### src/hdl/srrc_pkg.sv
package srrc_pkg;

    // Rate limits and range edges in symbols per second
    localparam int unsigned RATE_W     = 25;
    localparam logic [31:0] RATE_MAX   = 32'd32000000;
    localparam logic [31:0] RATE_MIN   = 32'd500000;
    localparam logic [24:0] EDGE_HIGH  = 25'd24000000;
    localparam logic [24:0] EDGE_MID   = 25'd16000000;

    // Dividend is RATIO_NUMER * 2^32: its low 32 bits are zero
    localparam logic [24:0] RATIO_NUMER = 25'd31250;

    // Quotient bits produced by the long division and the cut into stages
    localparam int unsigned QUOT_W          = 32;
    localparam int unsigned RATIO_W         = 29;
    localparam int unsigned STEPS_PER_STAGE = 4;
    localparam int unsigned DIV_STAGES      = QUOT_W / STEPS_PER_STAGE;

    // Range codes
    localparam logic [1:0] RANGE_HIGH = 2'd0;
    localparam logic [1:0] RANGE_MID  = 2'd2;
    localparam logic [1:0] RANGE_LOW  = 2'd3;

    // Payload carried from stage to stage
    typedef struct packed {
        logic [RATE_W-1:0] rate;
        logic [1:0]        code;
        logic [RATE_W-1:0] rem;
        logic [QUOT_W-1:0] quot;
    } srrc_beat_t;

endpackage

### src/hdl/srrc_clamp.sv
module srrc_clamp
    import srrc_pkg::*;
(
    input  logic        clk,
    input  logic        rst_n,
    input  logic        in_valid,
    output logic        in_ready,
    input  logic [31:0] in_rate,
    output logic        out_valid,
    input  logic        out_ready,
    output srrc_beat_t  out_beat
);

    logic       valid_reg;
    srrc_beat_t beat_reg;
    srrc_beat_t beat_next;
    logic [31:0] rate_wide;

    // Clamp the rate, pick the range code and seed the divider
    always_comb
    begin
        if (in_rate > RATE_MAX)
        begin
            rate_wide = RATE_MAX;
        end
        else if (in_rate < RATE_MIN)
        begin
            rate_wide = RATE_MIN;
        end
        else
        begin
            rate_wide = in_rate;
        end

        beat_next.rate = rate_wide[RATE_W-1:0];
        if (beat_next.rate < EDGE_MID)
        begin
            beat_next.code = RANGE_LOW;
        end
        else if (beat_next.rate < EDGE_HIGH)
        begin
            beat_next.code = RANGE_MID;
        end
        else
        begin
            beat_next.code = RANGE_HIGH;
        end
        beat_next.rem  = RATIO_NUMER;
        beat_next.quot = '0;
    end

    // Take a new beat whenever this stage is empty or drains
    assign in_ready = !valid_reg || out_ready;

    always_ff @(posedge clk or negedge rst_n)
    begin
        if (!rst_n)
        begin
            valid_reg <= 1'b0;
        end
        else if (in_ready)
        begin
            valid_reg <= in_valid;
        end
    end

    always_ff @(posedge clk)
    begin
        if (in_ready && in_valid)
        begin
            beat_reg <= beat_next;
        end
    end

    assign out_valid = valid_reg;
    assign out_beat  = beat_reg;

endmodule

### src/hdl/srrc_div_stage.sv
module srrc_div_stage
    import srrc_pkg::*;
(
    input  logic       clk,
    input  logic       rst_n,
    input  logic       in_valid,
    output logic       in_ready,
    input  srrc_beat_t in_beat,
    output logic       out_valid,
    input  logic       out_ready,
    output srrc_beat_t out_beat
);

    logic       valid_reg;
    srrc_beat_t beat_reg;
    srrc_beat_t beat_next;
    logic [RATE_W:0]   trial;
    logic [RATE_W-1:0] rem_work;
    logic [QUOT_W-1:0] quot_work;

    // Restoring division: shift in a zero dividend bit, subtract where it fits
    always_comb
    begin
        rem_work  = in_beat.rem;
        quot_work = in_beat.quot;
        trial     = '0;
        for (int k = 0; k < STEPS_PER_STAGE; k++)
        begin
            trial = {rem_work, 1'b0};
            if (trial >= {1'b0, in_beat.rate})
            begin
                trial     = trial - {1'b0, in_beat.rate};
                quot_work = {quot_work[QUOT_W-2:0], 1'b1};
            end
            else
            begin
                quot_work = {quot_work[QUOT_W-2:0], 1'b0};
            end
            rem_work = trial[RATE_W-1:0];
        end
        beat_next      = in_beat;
        beat_next.rem  = rem_work;
        beat_next.quot = quot_work;
    end

    assign in_ready = !valid_reg || out_ready;

    always_ff @(posedge clk or negedge rst_n)
    begin
        if (!rst_n)
        begin
            valid_reg <= 1'b0;
        end
        else if (in_ready)
        begin
            valid_reg <= in_valid;
        end
    end

    always_ff @(posedge clk)
    begin
        if (in_ready && in_valid)
        begin
            beat_reg <= beat_next;
        end
    end

    assign out_valid = valid_reg;
    assign out_beat  = beat_reg;

endmodule

### src/hdl/symbol_rate_ratio_calculator.sv
// Symbol rate ratio calculator. Each beat on the slave side carries a requested
// symbol rate; the block clamps it to 500000..32000000, gives a range code
// (0 at 24M and above, 2 from 16M to below 24M, 3 below 16M) and the exact
// ratio floor(31250 * 2^32 / clamped rate) on the master side, one result per
// beat, in order. A new beat is taken every cycle unless backpressure from the
// master side stalls the chain. The chain has 9 register stages: one stage for
// the clamp and range decision, then 8 divider stages that each resolve 4 of
// the 32 quotient bits. Each stage holds its beat under backpressure, so
// stalls lose nothing.
module symbol_rate_ratio_calculator
    import srrc_pkg::*;
(
    input  logic        clk,
    input  logic        rst_n,
    input  logic        s_tvalid,
    output logic        s_tready,
    input  logic [31:0] s_tdata,   // [31:0] requested_rate
    output logic        m_tvalid,
    input  logic        m_tready,
    output logic [55:0] m_tdata    // [28:0] ratio_quotient, [30:29] range_code,
                                   // [55:31] clamped_rate
);

    logic       stage_valid [0:DIV_STAGES];
    logic       stage_ready [0:DIV_STAGES+1];
    srrc_beat_t stage_beat  [0:DIV_STAGES];

    // Clamp and range decision
    srrc_clamp u_clamp
    (
        .clk       (clk),
        .rst_n     (rst_n),
        .in_valid  (s_tvalid),
        .in_ready  (stage_ready[0]),
        .in_rate   (s_tdata),
        .out_valid (stage_valid[0]),
        .out_ready (stage_ready[1]),
        .out_beat  (stage_beat[0])
    );

    // Divider chain
    for (genvar i = 0; i < DIV_STAGES; i++)
    begin : g_div
        srrc_div_stage u_stage
        (
            .clk       (clk),
            .rst_n     (rst_n),
            .in_valid  (stage_valid[i]),
            .in_ready  (stage_ready[i+1]),
            .in_beat   (stage_beat[i]),
            .out_valid (stage_valid[i+1]),
            .out_ready (stage_ready[i+2]),
            .out_beat  (stage_beat[i+1])
        );
    end

    assign stage_ready[DIV_STAGES+1] = m_tready;
    assign s_tready = stage_ready[0];
    assign m_tvalid = stage_valid[DIV_STAGES];
    assign m_tdata  = {stage_beat[DIV_STAGES].rate,
                       stage_beat[DIV_STAGES].code,
                       stage_beat[DIV_STAGES].quot[RATIO_W-1:0]};

    // A ready sink must open the whole chain
    a_ready_chain: assert property (@(posedge clk) disable iff (!rst_n)
        m_tready |-> s_tready)
        else $error("input stalled while output sink is ready");

    // The ratio must fit its field
    a_quot_fits: assert property (@(posedge clk) disable iff (!rst_n)
        m_tvalid |-> (stage_beat[DIV_STAGES].quot[QUOT_W-1:RATIO_W] == '0))
        else $error("ratio overflows its field");

    // Range code agrees with the clamped rate
    a_code_match: assert property (@(posedge clk) disable iff (!rst_n)
        m_tvalid |-> ((m_tdata[30:29] == RANGE_LOW && m_tdata[55:31] < EDGE_MID) ||
                      (m_tdata[30:29] == RANGE_MID && m_tdata[55:31] >= EDGE_MID &&
                       m_tdata[55:31] < EDGE_HIGH) ||
                      (m_tdata[30:29] == RANGE_HIGH && m_tdata[55:31] >= EDGE_HIGH)))
        else $error("range code does not match clamped rate");

    // Remainder stays below the divisor at the end of the chain
    a_rem_bound: assert property (@(posedge clk) disable iff (!rst_n)
        m_tvalid |-> (stage_beat[DIV_STAGES].rem < stage_beat[DIV_STAGES].rate))
        else $error("division remainder out of bound");

endmodule

### config.mk
export PLATFORM = sky130hd
export DESIGN_NAME = symbol_rate_ratio_calculator
export DESIGN_NICKNAME = d
export VERILOG_FILES = /design/src/hdl/srrc_pkg.sv /design/src/hdl/srrc_clamp.sv /design/src/hdl/srrc_div_stage.sv /design/src/hdl/symbol_rate_ratio_calculator.sv
export SDC_FILE = /design/constraint.sdc
export NUM_CORES = 2
export LEC_CHECK = 0
export ABC_AREA = 1
export CAP_MARGIN = 20
export CORE_MARGIN = 1.5
export CORE_UTILIZATION = 50
export CTS_BUF_LIST = sky130_fd_sc_hd__clkbuf_4
export CTS_CLUSTER_DIAMETER = 60
export DETAILED_ROUTE_END_ITERATION = 10
export DONT_BUFFER_PORTS = 1
export GPL_TIMING_DRIVEN = 0
export PLACE_DENSITY_LB_ADDON = 0.08
export SYNTH_ARGS = -nofsm -noshare
export SYNTH_HDL_FRONTEND = slang
export SYNTH_SLANG_ARGS = --single-unit
export TNS_END_PERCENT = 50
### constraint.sdc
create_clock -name clk -period 19.1 [get_ports clk]
set_input_delay 1.91 -clock clk [delete_from_list [all_inputs] [get_ports clk]]
set_output_delay 1.91 -clock clk [all_outputs]
set_load 0.01 [all_outputs]
==> results.json <==
{
  "drc": 1,
  "synth-seq-cells": 547,
  "post_cts_resized": 0,
  "synth_warnings": 0,
  "path_class": "reg2reg",
  "cts.clk_slew.worst_paths_ps": 60,
  "worst-path-max-fanout": 10,
  "cpMaxStageDelayCell": "o21ai_0",
  "syn_inst": 9187,
  "slew_headroom_pct": 35.3,
  "finalWirelength_um": 215000,
  "ys_top_cells_by_count": "nand2_1, inv_1, a21oi_1",
  "h-tree-depth": 4,
  "layout-drive-gt1-share_pct": 6.25,
  "antenna_found_initial": 11,
  "critical_path.endpoint_type": "register",
  "synth_cell_type_count": 73,
  "synth-async-reset-ratio_pct": 1.65,
  "gp_congestion": 0.991,
  "register_area_um2": 16400,
  "hp-start": "g_div[4].u_stage.out_beat[15]",
  "clock_sinks": 547,
  "hold_depth": 0,
  "grt.overflow.total": 0,
  "fin_nets": 10100,
  "fin_skew_ps": 130,
  "r2r_cells": 49,
  "clockRootBuffer": "clkbuf_4",
  "die_x_um": 362,
  "critPathMaxStageDelay_ps": 600,
  "vias_per_cell": 5.63,
  "initial_core_util_pct": 50.5,
  "postSynthAreaPerCell_um2": 7.02,
  "finalMaxSlewViolations": 0,
  "cts_made_buffers": 152,
  "drtIter0Drc": 4892,
  "r2r-end": "g_div[2].u_stage.out_beat[43]",
  "wl_per_cell_um": 19.3,
  "violations": "DRC",
  "critPathLaunch": "g_div[1].u_stage.out_beat[66]",
  "worstPathRequired_ps": 20060,
  "grtUsageTotal_pct": 32.0,
  "synth_area_leader_cell": "edfxtp_1",
  "hpwl_um": 180000,
  "fin_crit_sh_pct": 58.6,
  "boundaryPins": 94,
  "grt_pass1_vias": 59100,
  "grt_pass1_wl_um": 328000,
  "tritoncts": "done",
  "std_cell_rows": 131,
  "nFillCells": 12800,
  "fmax_mhz": 89.3,
  "area_growth_pct": 6.92,
  "synth.area.top_cells": "edfxtp_1, nand2_1, ha_1, a21oi_1, inv_1",
  "post_dp_cell_area_um2": 66900,
  "core-area_um2": 128000,
  "min_period_ps": 11200,
  "ys_seq_area_share_pct": 25.4,
  "yosysTopAreaCellShare_pct": 25.1,
  "ant_nets": 0,
  "run_status": "finished, violations left",
  "cp_data_arrival_time_ps": 12160,
  "grt_max_degree": 60,
  "num_vias": 62700,
  "hold_buffers": 0,
  "multi_input_area_um2": 43300,
  "crit_family": "compound AO/OA/AOI/OAI gates",
  "worstHoldEndpoint": "g_div[5].u_stage.out_beat[19]",
  "clk_latency_ps": 1200,
  "drt_pass1_iterations": 11,
  "drv_cap": 0,
  "rrSetupSlack_ps": 7900,
  "start_kind": "register",
  "die_area_um2": 131000,
  "reg2reg_from": "g_div[1].u_stage.out_beat[66]",
  "cts.path.max_buffers": 3,
  "yosys_most_used_dff": "edfxtp_1",
  "syn_area_um2": 64500,
  "hold_viol": 0,
  "max_slew.worst_pin.slew_ps": 968,
  "hold_class": "reg2reg",
  "fin_area_um2": 68900,
  "cts_post_setup_buffers_inserted": 0,
  "synth_edf_count": 538,
  "rsz0062_at_grt": "false",
  "yosys.cell_count.top_type": "nand2_1",
  "synth_nets": 9982,
  "finalSetupTns_ps": 0,
  "port_buffers": 0,
  "path_buf_inv": 7,
  "die_h_um": 362,
  "setup_viol": 0
}
[cells by family after synthesis]
family                   share of synthesized area (%)
AO/OA/AOI/OAI                                     16.4
XOR/XNOR                                          9.04
adder cells (fa/ha/maj)                           14.8
buffers and inverters                             7.58
flip-flops                                        25.4
AND/OR/NAND/NOR                                   26.8
[per-layer routing]
metal | share of wire [%] | vias up | track usage, %
met5 | 0 | - | 0
met4 | 3.8 | 0 | 12.5
met3 | 6.1 | 330 | 3.81
met2 | 45 | 1919 | 52.5
met1 | 45 | 28900 | 42.9
li1 | - | 31500 | -
[layout make-up]
class | count | share of cell area (%)
timing repair buffer | 13 | 0.374
antenna | 3 | 0.0109
multi-input combinational | 7438 | 62.7
sequential | 547 | 23.8
clock buffer | 208 | 2.26
buffer | 152 | 1.35
clock inverter | 64 | 0.742
tap | 1662 | 3.02
inverter | 1050 | 5.75
[state kept, by name, summed over array words and instances (netlist names)]
name / flops
g_div.u_stage.out_beat: 511
u_clamp.out_beat: 27
g_div.u_stage.out_valid: 8
u_clamp.out_valid: 1
[through the flow]
step | instances | util (%) | setup WS [ps] | hold WS (ps)
final | 11100 | 54.0 | 7900 | 348
after global routing | 11100 | 54.0 | 7130 | 327
after CTS | 11100 | 54.0 | 8210 | 305
after detailed placement | 10900 | 52.4 | 8280 | 405
after global placement | 10800 | 52.1 | 8270 | 401
after floorplan | 9187 | - | 10920 | 400
[cell usage in the layout, fill, tap and decap left out, drive strengths merged, types with 42 or more instances in the layout]
master / netlist / routed
o21bai: 67 / 67
a21oi: 794 / 794
nor3: 73 / 73
a31oi: 58 / 58
o21ai: 745 / 745
nand4: 104 / 104
inv: 1050 / 1058
clkbuf: 25 / 233
or2: 43 / 43
a21o: 75 / 75
nand2: 2674 / 2674
clkinv: 0 / 52
buf: 127 / 140
nor2: 655 / 655
nand3: 477 / 477
nor4: 53 / 53
edfxtp: 538 / 538
xor2: 368 / 368
xnor2: 297 / 297
o21a: 42 / 42
ha: 752 / 752
[how the worst max path moves through the flow]
| stage | slack, ps | end | depth (start not counted) |
|---|---|---|---|
| CTS | 8210 | g_div[6].u_stage.out_beat[50] | 57 |
| global route | 7130 | g_div[6].u_stage.out_beat[53] | 57 |
| finish | 7900 | g_div[2].u_stage.out_beat[43] | 49 |
| global placement | 8270 | g_div[6].u_stage.out_beat[51] | 57 |
| floorplan | 10920 | g_div[6].u_stage.out_beat[45] | 57 |
| detailed placement | 8280 | g_div[2].u_stage.out_beat[43] | 49 |
[worst reg2reg max path: cells and delay by family, from the launching register on]
| kind | cells | cell delay [ps] |
|---|---|---|
| AO/OA/AOI/OAI | 18 | 4320 |
| adder cells (fa/ha/maj) | 4 | 1420 |
| buffers and inverters | 7 | 2130 |
| flip-flops | 1 | 450 |
| AND/OR/NAND/NOR | 20 | 2760 |
Power is not shown: default switching activity piles up to over one toggle a cycle in this logic, so the estimate is an artifact.
